`src/rtl/gcc_pkg.sv`:
```
// ----------------------------------------------------------------------------
// gcc_pkg: shared types and constants for the comparability counter
// Row type, cell data and cell control structs, cell modes, register indexes.
// ----------------------------------------------------------------------------
package gcc_pkg;

  localparam int MAX_VERTICES = 64;
  localparam int VW = $clog2(MAX_VERTICES);       // vertex index width
  localparam int CW = $clog2(MAX_VERTICES + 1);   // vertex count width

  localparam int REG_IDX_W = 2;
  localparam int REG_DATA_W = 7;

  localparam logic [REG_IDX_W-1:0] REG_VERTEX_COUNT = 2'd0;
  localparam logic [REG_IDX_W-1:0] REG_UNDIRECTED   = 2'd1;

  typedef logic [MAX_VERTICES-1:0] row_t;

  typedef enum logic [2:0] {
    MODE_LOAD  = 3'd0,
    MODE_CLOSE = 3'd1,
    MODE_CHECK = 3'd2,
    MODE_SHIFT = 3'd3,
    MODE_CLEAR = 3'd4
  } cell_mode_t;

  // contents of one cell: a matrix row, which row it is, and its comparable flag
  typedef struct packed {
    row_t          row;
    logic [VW-1:0] tag;
    logic          ok;
  } cell_data_t;

  // broadcast control from the sequencer to every cell
  typedef struct packed {
    cell_mode_t    mode;
    logic [VW-1:0] step;
    logic [CW-1:0] live_n;
    logic          wr_a;
    logic          wr_b;
    logic          set_self;
    logic [VW-1:0] src;
    logic [VW-1:0] dst;
  } cell_ctl_t;

endpackage

```
`src/rtl/gcc_cell.sv`:
```
// ----------------------------------------------------------------------------
// gcc_cell: one row cell of the reachability ring
// Holds one matrix row; loads edges, applies the pivot update, checks
// comparability and hands its updated contents to the previous cell.
// ----------------------------------------------------------------------------
module gcc_cell (
  input  logic                     clk,
  input  logic                     rst,
  input  logic [gcc_pkg::VW-1:0]   id,
  input  gcc_pkg::cell_ctl_t       ctl,
  input  gcc_pkg::row_t            pivot,
  input  gcc_pkg::cell_data_t      from_next,
  output gcc_pkg::cell_data_t      data_out,
  output gcc_pkg::cell_data_t      held
);
  import gcc_pkg::*;

  cell_data_t cur;
  cell_data_t cur_next;
  row_t       load_bits;
  logic       own_k;
  logic       piv_i;
  logic       beyond;
  logic       id_live;

  assign own_k   = cur.row[ctl.step];
  assign piv_i   = pivot[cur.tag];
  assign beyond  = ({1'b0, ctl.step} >= ctl.live_n);
  assign id_live = ({1'b0, id} < ctl.live_n);
  assign held    = cur;

  always_comb begin
    load_bits = '0;
    if (ctl.wr_a && ctl.src == id) begin
      load_bits = load_bits | (row_t'(1) << ctl.dst);
    end
    if (ctl.wr_b && ctl.dst == id) begin
      load_bits = load_bits | (row_t'(1) << ctl.src);
    end
    if (ctl.set_self && id_live) begin
      load_bits = load_bits | (row_t'(1) << id);
    end
  end

  // value passed on to the neighbor
  always_comb begin
    data_out = cur;
    case (ctl.mode)
      MODE_CLOSE: begin
        // pivots past the live range carry stale edges and are skipped
        if (own_k && !beyond) data_out.row = cur.row | pivot;
      end
      MODE_CHECK: begin
        if (!(beyond || own_k || piv_i)) data_out.ok = 1'b0;
      end
      default: data_out = cur;
    endcase
  end

  always_comb begin
    cur_next = cur;
    unique case (ctl.mode) inside
      MODE_LOAD: begin
        cur_next.row = cur.row | load_bits;
        cur_next.tag = id;
        cur_next.ok  = id_live;
      end
      MODE_CLOSE, MODE_CHECK, MODE_SHIFT: cur_next = from_next;
      MODE_CLEAR: begin
        cur_next.row = '0;
        cur_next.tag = id;
        cur_next.ok  = 1'b0;
      end
      default: cur_next = cur;
    endcase
  end

  always_ff @(posedge clk) begin
    if (rst) begin
      cur.row <= '0;
      cur.tag <= id;
      cur.ok  <= 1'b0;
    end else begin
      cur <= cur_next;
    end
  end

endmodule
```
`config.mk`:
```
export PLATFORM = sky130hd
export DESIGN_NAME = gcc_cell
export DESIGN_NICKNAME = d
export VERILOG_FILES = /design/src/rtl/gcc_pkg.sv /design/src/rtl/gcc_cell.sv
export SDC_FILE = /design/constraint.sdc
export NUM_CORES = 1
export LEC_CHECK = 0
export ABC_CLOCK_PERIOD_IN_PS = 3900
export BUFFER_PORTS_ARGS = -buffer_cell sky130_fd_sc_hd__buf_2
export CAP_MARGIN = 5
export CORE_ASPECT_RATIO = 0.6
export CORE_MARGIN = 2
export CORE_UTILIZATION = 45
export CTS_BUF_LIST = sky130_fd_sc_hd__clkbuf_16
export CTS_CLUSTER_DIAMETER = 100
export DETAILED_ROUTE_END_ITERATION = 8
export GPL_TIMING_DRIVEN = 1
export MAX_ROUTING_LAYER = met4
export PLACE_DENSITY = 0.76
export SYNTH_ARGS = -nofsm -noshare
export SYNTH_HDL_FRONTEND = slang
export SYNTH_SLANG_ARGS = --single-unit
export TNS_END_PERCENT = 50
```
`constraint.sdc`:
```
create_clock -name clk -period 3.9 [get_ports clk]
set_clock_uncertainty 0.2 [all_clocks]
set_input_delay 0.39 -clock clk [delete_from_list [all_inputs] [get_ports clk]]
set_output_delay 0.39 -clock clk [all_outputs]
set_load 0.01 [all_outputs]
```
=== Yosys cells after proc, flatten, opt, wreduce, memory -nomap -nowiden ===
Cells that the tools add are included.

* Magnitude comparators: 4
* Eq/ne operators: 6
* Shift-type cells: 3
* Mux-type cells: 13
* Bitwise logic cells: 4
* Reductions and logical operators: 11

{| class="wikitable"
|+ Operators with widths
! cell !! number
|-
| $mux W64 || 5
|-
| $or A64 B64 Y64 || 4
|-
| $pmux W71 S3 || 1
|-
| $shl A1 B6 Y64 const A || 3
|-
| $lt A6 B7 Y1 const B || 2
|-
| $bmux W1 S6 || 2
|-
| $eq A6 B6 Y1 || 2
|-
| $ge A6 B7 Y1 || 1
|-
| $lt A6 B7 Y1 || 1
|-
| $mux W7 || 1
|-
| $eq A3 B2 Y1 const B || 2
|-
| $logic_and A1 B1 Y1 || 4
|-
| $mux W1 || 4
|-
| $reduce_bool A4 Y1 || 1
|-
| $eq A3 B1 Y1 const B || 1
|-
| $eq A3 B3 Y1 const B || 1
|-
| $logic_not A3 Y1 || 1
|-
| $reduce_bool A3 Y1 || 1
|-
| $reduce_or A3 Y1 || 1
|-
| $logic_or A1 B1 Y1 || 2
|-
| $logic_not A1 Y1 || 1
|}

* Register bits after elaboration: 71
* Input bits: 174
* Output and inout port bits: 142
* Logic and storage cells: 44

=== Longest topological paths before layout ===
* Word-level depth: 10
* Depth in mapped cells: 11
* Mapped depth without buffers: 8

=== Worst setup path before layout ===
OpenSTA, ideal clock, no wires.

* Kind: input to output
* From: in ctl[22] in the netlist's numbering
* To: out data_out[10] in the netlist's numbering
* Arrival: 2.130 ns
* Data required time: 3.310 ns
* Path slack: 1.180 ns
* Cell stages on the path: 9
* Path buffers: 3
* Cell sequence: buf_6 -> buf_12 -> mux4_1 -> mux2i_1 -> o22ai_1 -> nor3_2 -> nor3_4 -> buf_6 -> a21o_1

{| class="wikitable"
|+ RTL lines
! what !! line !! RTL
|-
| start, declared || gcc_cell.sv:10 || <nowiki>input gcc_pkg::cell_ctl_t ctl,</nowiki>
|-
| end, declared || gcc_cell.sv:13 || <nowiki>output gcc_pkg::cell_data_t data_out,</nowiki>
|}

==> run_summary.xml <==
<?xml version="1.0" encoding="UTF-8"?>
<metrics>
  <group name="status">
    <metric name="status" unit="">complete, no violations</metric>
  </group>
  <group name="clock_tree">
    <metric name="worstSkewPairLatency" unit="ns">0.35</metric>
    <metric name="inserted_clock_buffers" unit="">9</metric>
    <metric name="cts_tree" unit="">done</metric>
    <metric name="postCtsSetupBuffers" unit="">0</metric>
    <metric name="cts.htree.levels" unit="">3</metric>
    <metric name="cts_hold_repair.buffers" unit="">0</metric>
    <metric name="bufs_on_longest_clock_path" unit="">2</metric>
    <metric name="clock_slew_seen_by_the_registers_of_the_worst_setup_and_hold_paths" unit="ns">0.07</metric>
    <metric name="clock_sinks" unit="">71</metric>
    <metric name="cts_root_buffer" unit="">sky130_fd_sc_hd__clkbuf_16</metric>
    <metric name="cts_resized" unit="">0</metric>
  </group>
  <group name="synthesis">
    <metric name="netlist_area" unit="sq um">7580</metric>
    <metric name="synthesized_instance_count" unit="">1013</metric>
    <metric name="ys_seq_elements" unit="">71</metric>
    <metric name="average_size_of_a_mapped_cell" unit="sq um">7.48</metric>
    <metric name="synth_cell_type_count" unit="">60</metric>
    <metric name="syn_nets" unit="">1198</metric>
    <metric name="synthArstFlopShare" unit="%">0</metric>
    <metric name="synth_edf_count" unit="">6</metric>
    <metric name="synth_sequential_area_ratio" unit="%">19.5</metric>
    <metric name="warning_count_from_the_yosys_run" unit="">0</metric>
    <metric name="ys_dominant_reg_cell" unit="">sky130_fd_sc_hd__dfxtp_1</metric>
  </group>
  <group name="pwr">
    <metric name="sum_of_internal_switching_and_leakage_power" unit="uW">2790</metric>
    <metric name="leakage" unit="uW">0.00448</metric>
    <metric name="peak_supply_drop" unit="V">0.000176</metric>
    <metric name="cellPowerDensity" unit="nW/um^2">290</metric>
  </group>
  <group name="drt">
    <metric name="via_per_inst" unit="">6.65</metric>
    <metric name="met3WireLength" unit="mm">6.64</metric>
    <metric name="routed_wire_length_per_instance" unit="um">24.7</metric>
    <metric name="routed-via-count" unit="">10000</metric>
    <metric name="number_of_remaining_drc_errors" unit="">0</metric>
    <metric name="wl_met1" unit="mm">14.9</metric>
    <metric name="initial_drt_markers" unit="">1637</metric>
    <metric name="drt_wl_total" unit="mm">37.2</metric>
    <metric name="drt.antenna.violating_nets" unit="">0</metric>
    <metric name="met2_wirelength" unit="mm">14.7</metric>
    <metric name="drt_pre_antenna_iters" unit="">6</metric>
    <metric name="top_layer" unit="">met4</metric>
  </group>
  <group name="global_routing">
    <metric name="grt_pass1_wl" unit="mm">53.6</metric>
    <metric name="first_global_vias" unit="">8525</metric>
    <metric name="grt.total_usage" unit="%">40.8</metric>
    <metric name="number_of_antenna_violations_at_the_first_check_in_global_routing" unit="">1</metric>
    <metric name="overflow" unit="">0</metric>
    <metric name="grt_start_max_net_pins" unit="">86</metric>
  </group>
  <group name="floorplan">
    <metric name="die_area" unit="sq um">17900</metric>
    <metric name="initial_utilization" unit="%">46.4</metric>
    <metric name="die_h" unit="um">105</metric>
    <metric name="core" unit="sq um">16400</metric>
    <metric name="placement_rows" unit="">36</metric>
    <metric name="io_pins" unit="">316</metric>
    <metric name="die_x" unit="um">172</metric>
  </group>
  <group name="placement">
    <metric name="detailed_placement_hpwl" unit="mm">28.2</metric>
    <metric name="postPlaceCellArea" unit="sq um">9270</metric>
    <metric name="routabilityCongestion" unit="">1.05</metric>
    <metric name="input_output_buffers" unit="">315</metric>
  </group>
  <group name="layout">
    <metric name="fillerInstances" unit="">1550</metric>
    <metric name="ratio_of_cells_with_drive_above_1_in_the_final_layout" unit="%">31.4</metric>
    <metric name="post-route-cell-area" unit="sq um">9610</metric>
    <metric name="flow.area_growth_from_synthesis" unit="%">26.8</metric>
    <metric name="layout.nets" unit="">1456</metric>
  </group>
  <group name="timing">
    <metric name="final_max_slew_viol_count" unit="">0</metric>
    <metric name="grt_setup_unrepaired" unit="">no</metric>
    <metric name="f_max" unit="MHz">275</metric>
    <metric name="timing.setup.tns" unit="ns">0</metric>
    <metric name="maxSlewHeadroom" unit="%">24.4</metric>
    <metric name="min_period" unit="ns">3.64</metric>
    <metric name="setup-violations-final" unit="">0</metric>
    <metric name="tightestPinTransition" unit="ns">1.13</metric>
    <metric name="hold_viol" unit="">0</metric>
    <metric name="post-route-period-util" unit="%">93.3</metric>
  </group>
  <group name="min_path">
    <metric name="timing.hold.worst.class" unit="">in -&gt; reg</metric>
    <metric name="timing.hold.worst_path_depth" unit="">2</metric>
  </group>
  <group name="setup_path">
    <metric name="critical-path-top-delay-family" unit="">simple AND/OR/NAND/NOR gates</metric>
    <metric name="worstPathArrival" unit="ns">3.05</metric>
    <metric name="cp_data_required_time" unit="ns">3.31</metric>
    <metric name="maximum_fanout_along_the_worst_path" unit="">44</metric>
    <metric name="worst_path_max_delay_cell" unit="">sky130_fd_sc_hd__nor3_4</metric>
    <metric name="timing.setup.critical_path_class" unit="">in -&gt; out</metric>
    <metric name="worst_setup_path_end_kind" unit="">output pin</metric>
    <metric name="startpoint_type" unit="">input port</metric>
    <metric name="critical_path_buf_inv_count" unit="">4</metric>
    <metric name="path_depth" unit="">11</metric>
    <metric name="max_stage_delay" unit="ns">0.70</metric>
    <metric name="critical_path.most_common_cell" unit="">sky130_fd_sc_hd__buf_2</metric>
    <metric name="reg2regPathDepth" unit="">4</metric>
    <metric name="path_cells" unit="">buf_2 -&gt; inv_1 -&gt; ha_1 -&gt; nor2b_1 -&gt; o21ai_0 -&gt; a21oi_1 -&gt; nand3b_1 -&gt; nor3_4 -&gt; buf_12 -&gt; a21o_1 -&gt; buf_2</metric>
  </group>
  <group name="run">
    <metric name="max_cap_viol_count" unit="">0</metric>
  </group>
</metrics>
## cell usage in the layout, fill, tap and decap left out, drive strengths merged, types with 11 or more instances in the layout
master	instances
nor2b	12
nor3	28
dfxtp	65
a22oi	12
a311oi	22
mux2i	14
nand2	65
o21ai	31
o2111ai	29
nor2	209
and2	11
o22ai	12
a2111oi	18
nand2b	12
a21o	66
ha	11
nand4	13
inv	14
a21oi	46
o211ai	49
buf	343
a211oi	39
mux4	26
## where the power goes
group          switching [uW]  leakage [uW]  internal [uW]
registers                 106      0.000595            783
logic                     546       0.00372            377
clock network             371      0.000164            602
## kinds of logic after synthesis
logic type | share of synthesized area, %
XOR/XNOR | 1.39
buffers and inverters | 6.80
adder cells (fa/ha/maj) | 1.82
AND/OR/NAND/NOR | 24.5
flip-flops | 19.5
AO/OA/AOI/OAI | 34.2
multiplexers | 11.8
## stage by stage
step                util, %  hold WS [ns]  std cells  setup slack [ns]
detailed placement     56.7         0.328       1488             0.311
floorplan                 -         0.301       1013              1.18
finish                 58.8         0.143       1505             0.261
global route           58.8         0.150       1505            0.0802
CTS                    58.8         0.147       1504             0.316
global placement       56.7         0.322       1488             0.449
## sequential cells by signal, summed over array words and instances, names as in the netlist
name      cells
held         65
data_out      6
## worst reg2reg max path: cells and delay by family (launching register included)
family,cells,cell delay [ns]
DFF,1,0.37
AOI/OAI and AO/OA,3,0.50
buffers and inverters,1,0.19
## path summary, 6_finish.rpt
kind,startpoint,endpoint,slack (ns)
worst max register to register,held[14],held[14],2.52
worst max-delay path,ctl[22],data_out[51],0.26
worst min register to register,held[0],held[0],0.35
worst min-delay path,from_next[3],data_out[3],0.14
## layout make-up
type,instances,area [sq um],area share [%]
Antenna cell,1,2.50,0.0260
Clock buffer,10,250,2.60
Clock inverter,6,90.1,0.937
Inverter,14,52.6,0.547
Multi-Input combinational cell,832,5610,58.4
Sequential cell,71,1480,15.4
Tap cell,228,285,2.97
Timing Repair Buffer,343,1840,19.1
## synthesized netlist by cell type (4+ instances only)
library cell                  n  area [sq um]
sky130_fd_sc_hd__o21a_1       5          37.5
sky130_fd_sc_hd__o2111ai_1   29           254
sky130_fd_sc_hd__nor3b_1      6          45.0
sky130_fd_sc_hd__a211oi_1    39           293
sky130_fd_sc_hd__nor3_1      25           125
sky130_fd_sc_hd__nor2_1     209           785
sky130_fd_sc_hd__dfxtp_1     65          1300
sky130_fd_sc_hd__o211ai_1    49           368
sky130_fd_sc_hd__and2_1      10          62.6
sky130_fd_sc_hd__clkbuf_1    70           263
sky130_fd_sc_hd__o221ai_1     8          70.1
sky130_fd_sc_hd__buf_2        6          30.0
sky130_fd_sc_hd__buf_6        7          78.8
sky130_fd_sc_hd__ha_1        11           138
sky130_fd_sc_hd__a311oi_1    22           193
sky130_fd_sc_hd__and3_1       6          37.5
sky130_fd_sc_hd__nand2b_1    12          75.1
sky130_fd_sc_hd__nor2b_1     12          75.1
sky130_fd_sc_hd__mux4_1      14           368
sky130_fd_sc_hd__nand3b_1     4          30.0
sky130_fd_sc_hd__xnor2_1      9          78.8
sky130_fd_sc_hd__a22oi_1     12          90.1
sky130_fd_sc_hd__buf_1        5          18.8
sky130_fd_sc_hd__edfxtp_1     6           180
sky130_fd_sc_hd__mux2_2      10           113
sky130_fd_sc_hd__nand3_1     10          50.1
sky130_fd_sc_hd__o22ai_1     12          75.1
sky130_fd_sc_hd__mux2i_1     14           140
sky130_fd_sc_hd__a311o_1      5          50.1
sky130_fd_sc_hd__nor4_1       8          50.1
sky130_fd_sc_hd__a2111oi_0   18           158
sky130_fd_sc_hd__mux4_2      12           270
sky130_fd_sc_hd__inv_1       13          48.8
sky130_fd_sc_hd__o21bai_1     6          45.0
sky130_fd_sc_hd__buf_4        7          52.6
sky130_fd_sc_hd__o21ai_0     31           155
sky130_fd_sc_hd__nand2_1     65           244
sky130_fd_sc_hd__a21o_2       4          35.0
sky130_fd_sc_hd__a21oi_1     46           230
sky130_fd_sc_hd__a21o_1      62           465
sky130_fd_sc_hd__nand4_1     13          81.3
## per-layer routing
metal,GRT usage (%),up-vias
met3,16.6,90
met1,57.6,4615
met2,52.9,912
met5,-,-
met4,10.7,0
li1,-,4398
(Power assumes the default switching activity.)
